`src/usc_pkg.sv`:
```
// ----------------------------------------------------------------------------
// usc_pkg: shared types and constants of the unipolar stepper controller
// Function codes, register indexes, timebase structs, coil and divider tables.
// ----------------------------------------------------------------------------
package usc_pkg;

	localparam int unsigned CFG_IDX_W  = 3;
	localparam int unsigned CFG_DATA_W = 8;
	localparam int unsigned OUT_CNT_W  = 12;

	// last value of the holding PWM counter (counts 0..99)
	localparam logic [6:0] PWM_LAST = 7'd99;

	typedef enum logic [1:0] {
		FUNC_TICK  = 2'd0,
		FUNC_WRITE = 2'd1,
		FUNC_ADD   = 2'd2,
		FUNC_READ  = 2'd3
	} func_t;

	typedef enum logic [CFG_IDX_W-1:0] {
		REG_ENABLE       = 3'd0,
		REG_FORWARD      = 3'd1,
		REG_HALF_STEP    = 3'd2,
		REG_CLOCK_SELECT = 3'd3,
		REG_STEP_PERIOD  = 3'd4,
		REG_HOLD_PERCENT = 3'd5
	} reg_idx_t;

	// request into the timebase for the transaction in stage 1
	typedef struct packed {
		logic       tick;
		logic [1:0] clock_select;
		logic [7:0] step_period;
		logic [6:0] hold_percent;
	} tb_req_t;

	// timebase answer for the same transaction
	typedef struct packed {
		logic step_due;
		logic pwm_on;
	} tb_rsp_t;

	function automatic logic [9:0] prescale_div(input logic [1:0] sel);
		logic [9:0] div;
		case (sel)
			2'd0:    div = 10'd1;
			2'd1:    div = 10'd10;
			2'd2:    div = 10'd100;
			default: div = 10'd1000;
		endcase
		return div;
	endfunction

	// half-step sequence ab, b, bc, c, cd, d, da, a (bit0 = coil a)
	function automatic logic [3:0] coil_pattern(input logic [2:0] idx);
		logic [3:0] pat;
		case (idx)
			3'd0:    pat = 4'h3;
			3'd1:    pat = 4'h2;
			3'd2:    pat = 4'h6;
			3'd3:    pat = 4'h4;
			3'd4:    pat = 4'hC;
			3'd5:    pat = 4'h8;
			3'd6:    pat = 4'h9;
			default: pat = 4'h1;
		endcase
		return pat;
	endfunction

endpackage

```
`src/usc_in_if.sv`:
```
// ----------------------------------------------------------------------------
// usc_in_if: input channel of the stepper controller
// Valid/ready channel carrying one tick or count access per transaction.
// ----------------------------------------------------------------------------
interface usc_in_if;
	logic        valid;
	logic        ready;
	logic [1:0]  func;
	logic [11:0] value;

	modport source (output valid, output func, output value, input ready);
	modport sink (input valid, input func, input value, output ready);
endinterface

```
`src/usc_out_if.sv`:
```
// ----------------------------------------------------------------------------
// usc_out_if: result channel of the stepper controller
// Valid/ready channel carrying coil drive and count status per transaction.
// ----------------------------------------------------------------------------
interface usc_out_if;
	logic        valid;
	logic        ready;
	logic [3:0]  coils;
	logic [11:0] remaining;
	logic        moving;
	logic        add_overflow;

	modport source (output valid, output coils, output remaining, output moving,
		output add_overflow, input ready);
	modport sink (input valid, input coils, input remaining, input moving,
		input add_overflow, output ready);
endinterface

```
`src/usc_timebase.sv`:
```
// ----------------------------------------------------------------------------
// usc_timebase: prescaler, step period counter and holding PWM counter
// Advances on tick transactions only; flags a due step and the PWM phase.
// ----------------------------------------------------------------------------
module usc_timebase
	import usc_pkg::*;
(
	input  logic    clk,
	input  logic    arst_n,
	input  tb_req_t req,
	output tb_rsp_t rsp
);

	logic [9:0] prescale_q;
	logic [7:0] period_q;
	logic [6:0] pwm_q;

	logic [9:0] div;
	logic [7:0] per;
	logic       pre_wrap;
	logic       per_wrap;
	logic [6:0] pwm_d;

	always_comb begin
		div = prescale_div(req.clock_select);
		per = (req.step_period == 8'd0) ? 8'd1 : req.step_period;
		// at or past the end also wraps (stale count after a lowered divider)
		pre_wrap = ({1'b0, prescale_q} + 11'd1) >= {1'b0, div};
		per_wrap = ({1'b0, period_q} + 9'd1) >= {1'b0, per};
		if (req.tick) begin
			pwm_d = (pwm_q >= PWM_LAST) ? 7'd0 : pwm_q + 7'd1;
		end else begin
			pwm_d = pwm_q;
		end
		rsp.pwm_on   = pwm_d < req.hold_percent;
		rsp.step_due = req.tick && pre_wrap && per_wrap;
	end

	always_ff @(posedge clk or negedge arst_n) begin
		if (!arst_n) begin
			prescale_q <= '0;
			period_q   <= '0;
			pwm_q      <= '0;
		end else if (req.tick) begin
			pwm_q <= pwm_d;
			if (pre_wrap) begin
				prescale_q <= '0;
				period_q   <= per_wrap ? 8'd0 : period_q + 8'd1;
			end else begin
				prescale_q <= prescale_q + 10'd1;
			end
		end
	end

endmodule

```
`src/unipolar_stepper_controller_unit.sv`:
```
// ----------------------------------------------------------------------------
// unipolar_stepper_controller_unit: unipolar stepper motor controller
// Full/half stepping with prescaled step rate, step count and holding PWM.
// ----------------------------------------------------------------------------
// Usage:
//  - items (valid/ready): one transaction is a 1 us tick (func TICK) or a
//    count access: WRITE sets the step count, ADD adds with saturation,
//    READ returns it. value is used by WRITE and ADD only.
//  - results (valid/ready): exactly one result per item: coil drive,
//    remaining steps, moving flag and the add saturation flag.
//  - cfg_we/cfg_idx/cfg_data: register writes, taken on any edge with
//    cfg_we high; write only while no item is in flight.
//  - The result is registered: stage 1 holds the item, the result register
//    holds the answer, and results.valid rises once stage 1 passes it on.
//    One item per cycle is sustained while results are taken; the only
//    loop is the count/phase/timebase update.
//  - When results stalls, the result register holds and stage 1 still
//    takes one more item, then items.ready drops until the result leaves.
//  - Reset clears the counters and loads the register defaults (disabled,
//    i.e. brake with all coils high; forward; full step; 1 ms clock).
// ----------------------------------------------------------------------------
module unipolar_stepper_controller_unit
	import usc_pkg::*;
#(
	parameter int unsigned COUNT_BITS = 12
) (
	input  logic                  clk,
	input  logic                  arst_n,
	input  logic                  cfg_we,
	input  logic [CFG_IDX_W-1:0]  cfg_idx,
	input  logic [CFG_DATA_W-1:0] cfg_data,
	usc_in_if.sink                items,
	usc_out_if.source             results
);

	// sum width covers both the count and the 12-bit value plus a carry
	localparam int unsigned SUM_W = ((COUNT_BITS > OUT_CNT_W) ? COUNT_BITS : OUT_CNT_W) + 1;
	localparam logic [SUM_W-1:0] COUNT_MAX = SUM_W'((1 << COUNT_BITS) - 1);

	// configuration registers
	logic       enable_q;
	logic       forward_q;
	logic       half_step_q;
	logic [1:0] clock_select_q;
	logic [7:0] step_period_q;
	logic [6:0] hold_percent_q;

	// block state
	logic [COUNT_BITS-1:0] steps_left_q;
	logic [2:0]            phase_q;

	// stage 1: accepted transaction
	logic        valid_s1;
	func_t       func_s1;
	logic [11:0] value_s1;

	// result register
	logic        res_valid_q;
	logic [3:0]  coils_q;
	logic [11:0] remaining_q;
	logic        moving_q;
	logic        ovf_q;

	logic advance;
	logic fire_s1;

	tb_req_t tb_req;
	tb_rsp_t tb_rsp;

	logic [SUM_W-1:0]      value_ext;
	logic [SUM_W-1:0]      steps_ext;
	logic [SUM_W-1:0]      sum;
	logic [SUM_W-1:0]      steps_d_ext;
	logic                  take_step;
	logic [COUNT_BITS-1:0] steps_d;
	logic [2:0]            phase_base;
	logic [2:0]            phase_inc;
	logic [2:0]            phase_d;
	logic [3:0]            pattern;
	logic [3:0]            coils_d;
	logic                  moving_d;
	logic                  ovf_d;

	// ---------------------------------------------------------------- handshake
	// result register empties or drains this cycle -> stage 1 may move on
	assign advance     = !res_valid_q || results.ready;
	assign fire_s1     = valid_s1 && advance;
	assign items.ready = !valid_s1 || advance;

	// ---------------------------------------------------------------- config
	always_ff @(posedge clk or negedge arst_n) begin
		if (!arst_n) begin
			enable_q       <= 1'b0;
			forward_q      <= 1'b1;
			half_step_q    <= 1'b0;
			clock_select_q <= 2'd3;
			step_period_q  <= 8'd1;
			hold_percent_q <= 7'd0;
		end else if (cfg_we) begin
			case (reg_idx_t'(cfg_idx))
				REG_ENABLE:       enable_q       <= cfg_data[0];
				REG_FORWARD:      forward_q      <= cfg_data[0];
				REG_HALF_STEP:    half_step_q    <= cfg_data[0];
				REG_CLOCK_SELECT: clock_select_q <= cfg_data[1:0];
				REG_STEP_PERIOD:  step_period_q  <= cfg_data[7:0];
				REG_HOLD_PERCENT: hold_percent_q <= cfg_data[6:0];
				default: ; // unused indexes are dropped
			endcase
		end
	end

	// ---------------------------------------------------------------- timebase
	assign tb_req.tick         = fire_s1 && (func_s1 == FUNC_TICK);
	assign tb_req.clock_select = clock_select_q;
	assign tb_req.step_period  = step_period_q;
	assign tb_req.hold_percent = hold_percent_q;

	usc_timebase u_timebase (
		.clk    (clk),
		.arst_n (arst_n),
		.req    (tb_req),
		.rsp    (tb_rsp)
	);

	// ---------------------------------------------------------------- step logic
	always_comb begin
		value_ext = SUM_W'(value_s1);
		steps_ext = SUM_W'(steps_left_q);
		sum       = value_ext + steps_ext;
		take_step = tb_rsp.step_due && enable_q && (steps_left_q != '0);

		// full step snaps to the even (two-coil) state and moves by two
		phase_base = half_step_q ? phase_q : {phase_q[2:1], 1'b0};
		phase_inc  = half_step_q ? 3'd1 : 3'd2;

		steps_d = steps_left_q;
		phase_d = phase_q;
		ovf_d   = 1'b0;
		case (func_s1)
			FUNC_TICK: begin
				if (take_step) begin
					steps_d = steps_left_q - 1'b1;
					phase_d = forward_q ? phase_base + phase_inc : phase_base - phase_inc;
				end
			end
			FUNC_WRITE: begin
				// oversize write clips silently (narrow counts only)
				steps_d = (value_ext > COUNT_MAX) ? COUNT_MAX[COUNT_BITS-1:0]
					: value_ext[COUNT_BITS-1:0];
			end
			FUNC_ADD: begin
				if (sum > COUNT_MAX) begin
					steps_d = COUNT_MAX[COUNT_BITS-1:0];
					ovf_d   = 1'b1;
				end else begin
					steps_d = sum[COUNT_BITS-1:0];
				end
			end
			default: ; // read leaves state alone
		endcase

		steps_d_ext = SUM_W'(steps_d);
		pattern     = coil_pattern(half_step_q ? phase_d : {phase_d[2:1], 1'b0});
		moving_d    = enable_q && (steps_d != '0);

		// brake when disabled, holding PWM once the count is spent
		if (!enable_q) begin
			coils_d = 4'hF;
		end else if (steps_d != '0 || tb_rsp.pwm_on) begin
			coils_d = pattern;
		end else begin
			coils_d = 4'h0;
		end
	end

	// ---------------------------------------------------------------- registers
	always_ff @(posedge clk or negedge arst_n) begin
		if (!arst_n) begin
			valid_s1     <= 1'b0;
			res_valid_q  <= 1'b0;
			steps_left_q <= '0;
			phase_q      <= '0;
		end else begin
			if (items.ready) begin
				valid_s1 <= items.valid;
			end
			if (advance) begin
				res_valid_q <= valid_s1;
			end
			if (fire_s1) begin
				steps_left_q <= steps_d;
				phase_q      <= phase_d;
			end
		end
	end

	// payload, no reset
	always_ff @(posedge clk) begin
		if (items.ready && items.valid) begin
			func_s1  <= func_t'(items.func);
			value_s1 <= items.value;
		end
		if (fire_s1) begin
			coils_q     <= coils_d;
			remaining_q <= steps_d_ext[OUT_CNT_W-1:0];
			moving_q    <= moving_d;
			ovf_q       <= ovf_d;
		end
	end

	assign results.valid        = res_valid_q;
	assign results.coils        = coils_q;
	assign results.remaining    = remaining_q;
	assign results.moving       = moving_q;
	assign results.add_overflow = ovf_q;

	// ---------------------------------------------------------------- checks
`ifndef ASSERT_OFF
	// a saturating add leaves the count at its maximum
	a_ovf_max: assert property (@(posedge clk) disable iff (!arst_n)
		res_valid_q && ovf_q |-> steps_left_q == COUNT_MAX[COUNT_BITS-1:0])
		else $error("add_overflow without saturated count");

	// a moving motor always energizes some coil
	a_moving_coils: assert property (@(posedge clk) disable iff (!arst_n)
		res_valid_q && moving_q |-> coils_q != 4'h0)
		else $error("moving with all coils off");

	// bus accesses never move the rotor
	a_phase_tick_only: assert property (@(posedge clk) disable iff (!arst_n)
		fire_s1 && func_s1 != FUNC_TICK |=> $stable(phase_q))
		else $error("phase changed on a count access");

	// a tick takes at most one step
	a_one_step: assert property (@(posedge clk) disable iff (!arst_n)
		fire_s1 && func_s1 == FUNC_TICK |=>
		(steps_left_q == $past(steps_left_q)) ||
		(steps_left_q == COUNT_BITS'($past(steps_left_q) - 1'b1)))
		else $error("tick changed the count by more than one step");
`endif

endmodule

```
`src/flat_wrapper.sv`:
```
// flat-port wrapper written by rule: the top's interface ports become plain ports
module unipolar_stepper_controller_unit_flat import usc_pkg::*;
#(
	parameter int unsigned COUNT_BITS = 12
)
  (clk, arst_n, cfg_we, cfg_idx, cfg_data, items_valid, items_func, items_value, items_ready, results_valid, results_coils, results_remaining, results_moving, results_add_overflow, results_ready);
  usc_in_if items_i ();
  usc_out_if results_i ();
  input  logic clk;
  input  logic arst_n;
  input  logic cfg_we;
  input  logic [CFG_IDX_W-1:0] cfg_idx;
  input  logic [CFG_DATA_W-1:0] cfg_data;
  input wire logic [$bits(items_i.valid)-1:0] items_valid;
  input wire logic [$bits(items_i.func)-1:0] items_func;
  input wire logic [$bits(items_i.value)-1:0] items_value;
  output wire logic [$bits(items_i.ready)-1:0] items_ready;
  output wire logic [$bits(results_i.valid)-1:0] results_valid;
  output wire logic [$bits(results_i.coils)-1:0] results_coils;
  output wire logic [$bits(results_i.remaining)-1:0] results_remaining;
  output wire logic [$bits(results_i.moving)-1:0] results_moving;
  output wire logic [$bits(results_i.add_overflow)-1:0] results_add_overflow;
  input wire logic [$bits(results_i.ready)-1:0] results_ready;
  assign items_i.valid = items_valid;
  assign items_i.func = items_func;
  assign items_i.value = items_value;
  assign items_ready = items_i.ready;
  assign results_valid = results_i.valid;
  assign results_coils = results_i.coils;
  assign results_remaining = results_i.remaining;
  assign results_moving = results_i.moving;
  assign results_add_overflow = results_i.add_overflow;
  assign results_i.ready = results_ready;
  unipolar_stepper_controller_unit #(.COUNT_BITS(COUNT_BITS)) u_core (.clk(clk), .arst_n(arst_n), .cfg_we(cfg_we), .cfg_idx(cfg_idx), .cfg_data(cfg_data), .items(items_i), .results(results_i));
endmodule
```
`config.mk`:
```
export PLATFORM = sky130hd
export DESIGN_NAME = unipolar_stepper_controller_unit_flat
export DESIGN_NICKNAME = d
export VERILOG_FILES = /design/src/usc_pkg.sv /design/src/usc_in_if.sv /design/src/usc_out_if.sv /design/src/usc_timebase.sv /design/src/unipolar_stepper_controller_unit.sv /design/src/flat_wrapper.sv
export SDC_FILE = /design/constraint.sdc
export NUM_CORES = 1
export LEC_CHECK = 0
export BUFFER_PORTS_ARGS = -buffer_cell sky130_fd_sc_hd__buf_2
export CORE_ASPECT_RATIO = 1.2
export CORE_MARGIN = 5
export CORE_UTILIZATION = 30
export DETAILED_ROUTE_END_ITERATION = 6
export HOLD_SLACK_MARGIN = 0.1
export SYNTH_ARGS = -nofsm -noshare
export SYNTH_HDL_FRONTEND = slang
export SYNTH_HIERARCHICAL = 1
export SYNTH_SLANG_ARGS = --single-unit
```
`constraint.sdc`:
```
create_clock -name clk -period 6.05 [get_ports clk]
set_input_delay 0.3025 -clock clk [delete_from_list [all_inputs] [get_ports clk]]
set_output_delay 0.3025 -clock clk [all_outputs]
set_load 0.02 [all_outputs]
```
==> results by group, run 1 <==
Status
  • Status: complete, no violations

Floorplan
  • Die Footprint: roughly 0.024 mm²
  • Standard-cell row count: 58
  • Floorplan die height: 169 µm
  • I/O pin count: 50
  • Horizontal extent of the die: 143 µm
  • Initial cell density of the core: 0.303
  • Area of the core region: 0.0209 mm²

Yosys
  • Cell types with the largest area share after synthesis: sky130_fd_sc_hd__dfrtp_1 23%, sky130_fd_sc_hd__edfxtp_1 15%, sky130_fd_sc_hd__ha_1 7.7%
  • Leading post-synthesis cells by instance count: 58 x sky130_fd_sc_hd__dfrtp_1, 47 x sky130_fd_sc_hd__nand2_1, 43 x sky130_fd_sc_hd__o21ai_0, 42 x sky130_fd_sc_hd__inv_1, 39 x sky130_fd_sc_hd__ha_1
  • Synthesized area divided by synthesized cell count: between 9 and 10 µm²
  • Share of flip-flops with an asynchronous set or reset: 0.660
  • Share of cell area taken by muxes after synthesis: 0.0673
  • Area share of the largest cell type after synthesis: 0.229
  • Ys flop type: sky130_fd_sc_hd__dfrtp_1
  • XOR/XNOR share of the synthesized area: 0.0344
  • Top cell type by total area after synthesis: sky130_fd_sc_hd__dfrtp_1
  • Synthesized-area fraction occupied by adder cells: 0.0833
  • Largest family of logic cells by synthesized area: compound AO/OA/AOI/OAI gates
  • Number of enable flip-flop cells after synthesis: 32
  • Synthesis Warnings: 6
  • Syn_nets: roughly 700
  • Unique cell type count in the Yosys netlist: 86
  • Most frequently used cell type in the post-synthesis netlist: sky130_fd_sc_hd__dfrtp_1
  • Post-Syn Instances: between 600 and 700
  • Synthesized-area fraction occupied by and/or/nand/nor cells: 0.182
  • Fraction of the mapped netlist area in compound gates: 0.185
  • Fraction of the yosys area taken by sequential cells: 0.397
  • Synthesized cell area: 0.00634 mm²
  • Count of state elements after synthesis: 94

Timing
  • Shortest period the worst path allows: 5.26 ns
  • Worst-case hold slack: 0.0980 ns
  • Slew at the pin closest to its max-slew limit: 1.11 ns
  • Worst rel slew slack: 0.254
  • Final worst-path cycle share: 0.870
  • Pins over their slew limit: 0
  • Setup-failing EPs final: 0
  • RSZ-0062 raised after global routing: no
  • Maximum clock frequency: 190 MHz
  • Hold violation count in the final report: 0
  • Setup TNS: 0 ns
  • Clock skew after layout: 0.0138 ns

Hold path
  • Path class of the lowest-slack min-delay path: in2async

Layout
  • Filler cell count in the final layout: 2158
  • Final core utilization: 0.339
  • Number of diodes: 0
  • Fraction of final layout cells sized beyond drive strength 1: 0.190
  • Multi-input gate area in the final layout: ~0.0035 mm²
  • Total number of nets in the final design: about 750
  • P&R area growth vs syn: 11.9%
  • Filler-free cell count of the finished design: 955
  • Storage cell area: between 0.002 and 0.003 mm²

Place
  • Final weighted congestion in routability-driven placement: 0.890
  • Inst Count DP: 939
  • Half-perimeter wire length after detailed placement: roughly 12000 µm
  • Count of input and output buffers: 49

GRT
  • Global routing usage summed across all routing layers: 0.129
  • Maximum number of pins on one net before global-route repair: between 60 and 70
  • Number of antenna violations at the first check in global routing: 1
  • Via count of the first global-routing pass: 4879
  • First-pass GRT wire length: 24800 µm
  • Final global-route overflow total: 0

Clocking
  • Number of hold buffers added after CTS: 0
  • Clk Tree Root Cell: sky130_fd_sc_hd__clkbuf_16
  • Insertion delay to the later sink of the worst-skew pair: around 0.36 ns
  • Worst-case clock buffer depth: 2
  • Sinks on Clock Net: 94
  • Number of post-CTS setup repair buffers: 0
  • TritonCTS Buffers: 9
  • # resized after CTS: 0
  • CTS clk-pin slew, worst paths: ~0.08 ns
  • CTS tree: built
  • Depth of the CTS H-tree: 3

Critical path
  • Critical path cell sequence: ha_1, and3_1, nand2_1, xnor2_1, ha_1, and3_1, a221oi_1, o21ai_0, a41o_1, and3_1, nand2_1, or3_1, a221oi_1, a21oi_1, o21ai_0, o2111ai_1, nor4_4, a22oi_1
  • Critical-path top delay cell: sky130_fd_sc_hd__a41o_1
  • Largest stage delay on the critical path: 0.63 ns
  • Crit path kind: reg2reg
  • Critical path capture point type: register
  • Most Frequent Cell on Critical Path: sky130_fd_sc_hd__and3_1
  • Critical path launch point type: register
  • Largest driver fanout on the critical path: 20
  • Critical path data arrival time: 5.35 ns
  • Worst path required time: 6.13 ns

Drt
  • Vias/cell: about 5.2
  • Iteration count of the initial detailed-routing pass: 5
  • Total Wirelength: 15400 µm
  • Routed wire length per instance: between 15 and 20 µm
  • Total via count in the routed design: ~5000
  • Final routed DRC violation total: 0
  • Final antenna-violating net count: 0
  • Number of DRC violations after detailed-routing iteration 0: around 270

Pwr
  • Power density relative to cell area: about 360 mW/mm²
  • Total leakage power: 0.00295 µW
  • Worst IR Drop VDD: 0.000144 V

Flow run
  • Max Cap Viol: 0
[state kept, by name (all words and copies together), names as in the netlist]
register	cells
u_core/results.coils	4
u_core/func_s1	2
u_core/results.moving	1
u_core/u_timebase/prescale_q	10
u_core/results.valid	1
u_core/u_timebase/pwm_q	7
u_core/hold_percent_q	7
u_core/step_period_q	8
u_core/results.add_overflow	1
u_core/phase_q	3
u_core/forward_q	1
u_core/valid_s1	1
u_core/value_s1	12
u_core/steps_left_q	12
u_core/half_step_q	1
u_core/clock_select_q	2
u_core/enable_q	1
u_core/u_timebase/period_q	8
u_core/results.remaining	12
[cells in the final DEF (no fill, tap or decap), types with 17 or more instances in the layout]
| master | Yosys | routed |
|---|---|---|
| sky130_fd_sc_hd__ha_1 | 39 | 39 |
| sky130_fd_sc_hd__dfrtp_1 | 58 | 58 |
| sky130_fd_sc_hd__o21ai_0 | 43 | 43 |
| sky130_fd_sc_hd__edfxtp_1 | 32 | 32 |
| sky130_fd_sc_hd__a21oi_1 | 28 | 28 |
| sky130_fd_sc_hd__nand2_1 | 47 | 47 |
| sky130_fd_sc_hd__buf_2 | 1 | 49 |
| sky130_fd_sc_hd__nor2_1 | 34 | 33 |
| sky130_fd_sc_hd__inv_1 | 42 | 42 |
| sky130_fd_sc_hd__mux2_2 | 29 | 29 |
| sky130_fd_sc_hd__nand3_1 | 17 | 17 |
[path summary, 6_finish.rpt]
check,cells past startpoint,endpoint,slack [ns],from
min,2,u_core/steps_left_q[11]$_DFFE_PN0P_,0.1,arst_n
max reg2reg,18,u_core/results.coils[0]$_SDFFCE_PN1P_,0.79,u_core/u_timebase/prescale_q[0]$_DFFE_PN0P_
max,18,u_core/results.coils[0]$_SDFFCE_PN1P_,0.79,u_core/u_timebase/prescale_q[0]$_DFFE_PN0P_
min reg2reg,1,u_core/phase_q[2]$_DFFE_PN0P_,0.49,u_core/phase_q[2]$_DFFE_PN0P_
max in group asynchronous,2,u_core/u_timebase/period_q[3]$_DFFE_PN0P_,5.39,arst_n
min in group clk,1,u_core/value_s1[9]$_DFFE_PP_,0.12,items_value[9]
[cell type report]
class | instances | share of cell area
well taps | 270 | 0.0476
flip-flops and latches | 94 | 0.355
inverters | 44 | 0.0233
repair buffers | 53 | 0.0388
clock buffers | 9 | 0.0318
multi-input cells | 478 | 0.494
clock inverters | 7 | 0.00988
[critical path, delay by kind of cell (launching register included)]
| family | cells | cell delay, ns |
|---|---|---|
| AOI/OAI and AO/OA | 8 | 1.89 |
| adders and majority gates | 2 | 0.53 |
| and+or+nand+nor | 7 | 1.98 |
| xor gates and xnor gates | 1 | 0.16 |
| DFF | 1 | 0.41 |
[cells by family (layout without fill, tap and decap cells)]
family / Yosys count / in the layout
and+or+nand+nor: 208 / 208
AOI/OAI and AO/OA: 166 / 166
DFF: 94 / 94
buffers and inverters: 68 / 113
adders and majority gates: 41 / 41
muxes: 39 / 39
xor gates and xnor gates: 24 / 24
[per-layer routing]
metal	vias up	share of wire	global-route usage
met1	2400	0.42	0.154
met2	106	0.50	0.222
met3	29	0.035	0.0254
li1	2470	-	-
met5	-	0.00046	0
met4	2	0.036	0.0575
[report_power, final]
group          leakage (µW)  internal (µW)  switching, µW  total (µW)
Sequential          0.00106            806            171         977
Clock              0.000144            292            292         583
Combinational       0.00175            425            579        1000
[metrics by stage]
step	worst slack, ns	power [µW]	area (µm²)
final	0.787	2560	7090
after global routing	0.332	2750	7090
after CTS	0.752	2580	7090
after detailed placement	0.805	1980	6800
after global placement	0.904	1970	6800
after floorplan	1.72	1730	6340
No activity file was read; power rests on OpenSTA's default activity.
==> inputs of run 2 (changes only) <==
Settings changed: CORE_MARGIN 5 to not set.
==> results by group, run 2 (synthesized netlist as in run 1, its figures left out) <==
Clocking
  • TritonCTS Buffers: 9
  • CTS clk-pin slew, worst paths: 0.07 ns
  • Number of post-CTS setup repair buffers: 0
  • Insertion delay to the later sink of the worst-skew pair: 0.35 ns
  • # resized after CTS: 0
  • Depth of the CTS H-tree: 3
  • Worst-case clock buffer depth: 2
  • CTS tree: built
  • Number of hold buffers added after CTS: 0
  • Clk Tree Root Cell: sky130_fd_sc_hd__clkbuf_16
  • Sinks on Clock Net: 94

GRT
  • Global routing usage summed across all routing layers: 0.146
  • First-pass GRT wire length: 24900 µm
  • Final global-route overflow total: 0
  • Via count of the first global-routing pass: ~4900
  • Number of antenna violations at the first check in global routing: 0
  • Maximum number of pins on one net before global-route repair: 63

Layout
  • Filler cell count in the final layout: 2096
  • Total number of nets in the final design: 752
  • Commonest cells after routing, fill and taps aside: 58 x sky130_fd_sc_hd__dfrtp_1, 49 x sky130_fd_sc_hd__buf_2, 47 x sky130_fd_sc_hd__nand2_1
  • Most frequent standard cell in the layout excluding fill and tap cells: sky130_fd_sc_hd__dfrtp_1
  • Fraction of final layout cells sized beyond drive strength 1: 0.190
  • P&R area growth vs syn: 11.9%
  • Final Instance Area: 0.00709 mm²

Hold path
  • Path class of the lowest-slack min-delay path: in2async

Drt
  • Total via count in the routed design: between 5000 and 6000
  • Routed wire length per instance: 15.9 µm
  • Final routed DRC violation total: 0
  • Total Wirelength: about 15000 µm
  • Iteration count of the initial detailed-routing pass: 4
  • Final antenna-violating net count: 0
  • Number of DRC violations after detailed-routing iteration 0: 290
  • Vias/cell: roughly 5.3

Pwr
  • Worst IR Drop VDD: 0.000126 V
  • Switching power summed over all nets: 1030 µW
  • Switching power share of the total: 0.404
  • Clock share of power: 0.222
  • Combinational power share: 0.395
  • Total leakage power: 0.00296 µW
  • Internal power contribution: ~1500 µW
  • Power density relative to cell area: 360 mW/mm²
  • Proportion of power drawn by flip-flops and latches: 0.383

Timing
  • RSZ-0062 raised after global routing: no
  • Shortest period the worst path allows: 5.13 ns
  • Hold violation count in the final report: 0
  • Clock skew after layout: 0.00692 ns
  • Maximum clock frequency: 195 MHz
  • Setup TNS: 0 ns
  • Setup-failing EPs final: 0
  • Slew at the pin closest to its max-slew limit: roughly 1.1 ns
  • Worst-case hold slack: 0.104 ns
  • Worst rel slew slack: 0.253
  • Final worst-path cycle share: 0.847
  • Pins over their slew limit: 0

Floorplan
  • Initial cell density of the core: 0.310
  • Die Footprint: approximately 0.022 mm²
  • Horizontal extent of the die: about 130 µm
  • Standard-cell row count: 57
  • Floorplan die height: 161 µm
  • I/O pin count: 50
  • Area of the core region: about 0.020 mm²

Critical path
  • Critical path data arrival time: 5.21 ns
  • Source of the worst register-to-register timing path: u_core/u_timebase/prescale_q[0]$_DFFE_PN0P_
  • Worst Reg2Reg Path Length in Cells: 18
  • Crit path kind: reg2reg
  • Worst reg2reg setup slack: 0.92 ns
  • Reg-to-Reg End: u_core/results.coils[0]$_SDFFCE_PN1P_
  • Critical path launch point type: register
  • Critical path capture point type: register
  • Worst path required time: 6.13 ns
  • Largest driver fanout on the critical path: 20

Place
  • Final weighted congestion in routability-driven placement: about 0.90
  • Dpl cell area: between 0.006 and 0.007 mm²
  • Half-perimeter wire length after detailed placement: between 10000 and 15000 µm
  • Count of input and output buffers: a little under 50

Status
  • Status: complete, no violations

Flow run
  • Max Cap Viol: 0
==> run 2: cell types whose count changed in the layout (fill, tap and decap cells not counted), sizes merged <==
cell,before,now
diode,0,1
buf,53,54
inv,47,46
clkinv,3,4
==> run 2: area by class of cell <==
| cell class | count | area [µm²] | share of cell area |
|---|---|---|---|
| inverter | 44 | 165 | 0.0233 |
| multi-input combinational | 478 | 3500 | 0.493 |
| clock inverter | 7 | 67.6 | 0.00953 |
| clock buffer | 9 | 225 | 0.0318 |
| timing repair buffer | 54 | 283 | 0.0399 |
| tap | 265 | 332 | 0.0468 |
| antenna | 1 | 2.50 | 0.000353 |
| sequential | 94 | 2520 | 0.355 |
==> run 2: worst max-delay path by stage <==
stage	from	to	depth (start not counted)
6_report	u_core/u_timebase/prescale_q[0]$_DFFE_PN0P_	u_core/results.coils[0]$_SDFFCE_PN1P_	18
5_1_grt	u_core/u_timebase/prescale_q[0]$_DFFE_PN0P_	u_core/results.coils[0]$_SDFFCE_PN1P_	18
4_1_cts	u_core/u_timebase/prescale_q[0]$_DFFE_PN0P_	u_core/results.coils[0]$_SDFFCE_PN1P_	18
3_5_place_dp	u_core/u_timebase/prescale_q[0]$_DFFE_PN0P_	u_core/results.coils[0]$_SDFFCE_PN1P_	18
3_3_place_gp	u_core/u_timebase/prescale_q[0]$_DFFE_PN0P_	u_core/results.coils[0]$_SDFFCE_PN1P_	18
2_1_floorplan	u_core/u_timebase/prescale_q[0]$_DFFE_PN0P_	u_core/results.coils[0]$_SDFFCE_PN1P_	21
==> run 2: power by group through the flow <==
stage	clock, µW	sequential (µW)	combinational, µW
after detailed placement	0	987	1000
after floorplan	0	949	780
after global routing	605	998	1130
final	567	977	1010
after CTS	589	975	1010
after global placement	0	986	995
==> run 2: through the flow <==
step                 util  total power (µW)  std cells  worst slack (ns)
finish              0.346              2550        952             0.924
global route        0.346              2740        951             0.558
CTS                 0.346              2570        951             0.965
detailed placement  0.332              1990        935             0.997
global placement    0.332              1980        935              1.12
floorplan               -              1730        640              1.72
==> run 2: critical path, cell delays in order (launching register included) <==
cell and delay (ns):
sky130_fd_sc_hd__dfrtp_1 0.42, sky130_fd_sc_hd__ha_1 0.23, sky130_fd_sc_hd__and3_1 0.32, sky130_fd_sc_hd__nand2_1 0.15
sky130_fd_sc_hd__xnor2_1 0.15, sky130_fd_sc_hd__ha_1 0.30, sky130_fd_sc_hd__and3_1 0.17, sky130_fd_sc_hd__a221oi_1 0.08
sky130_fd_sc_hd__o21ai_0 0.08, sky130_fd_sc_hd__a41o_1 0.67, sky130_fd_sc_hd__and3_1 0.36, sky130_fd_sc_hd__nand2_1 0.22
sky130_fd_sc_hd__or3_1 0.37, sky130_fd_sc_hd__a221oi_1 0.26, sky130_fd_sc_hd__a21oi_1 0.06, sky130_fd_sc_hd__o21ai_0 0.21
sky130_fd_sc_hd__o2111ai_1 0.25, sky130_fd_sc_hd__nor4_4 0.38, sky130_fd_sc_hd__a22oi_1 0.15
==> run 2: metal layers <==
metal	share of wire	vias up	track usage
li1	-	2474	-
met1	0.41	2396	0.167
met2	0.51	111	0.257
met3	0.042	34	0.0245
met4	0.038	0	0.0761
met5	0	-	0
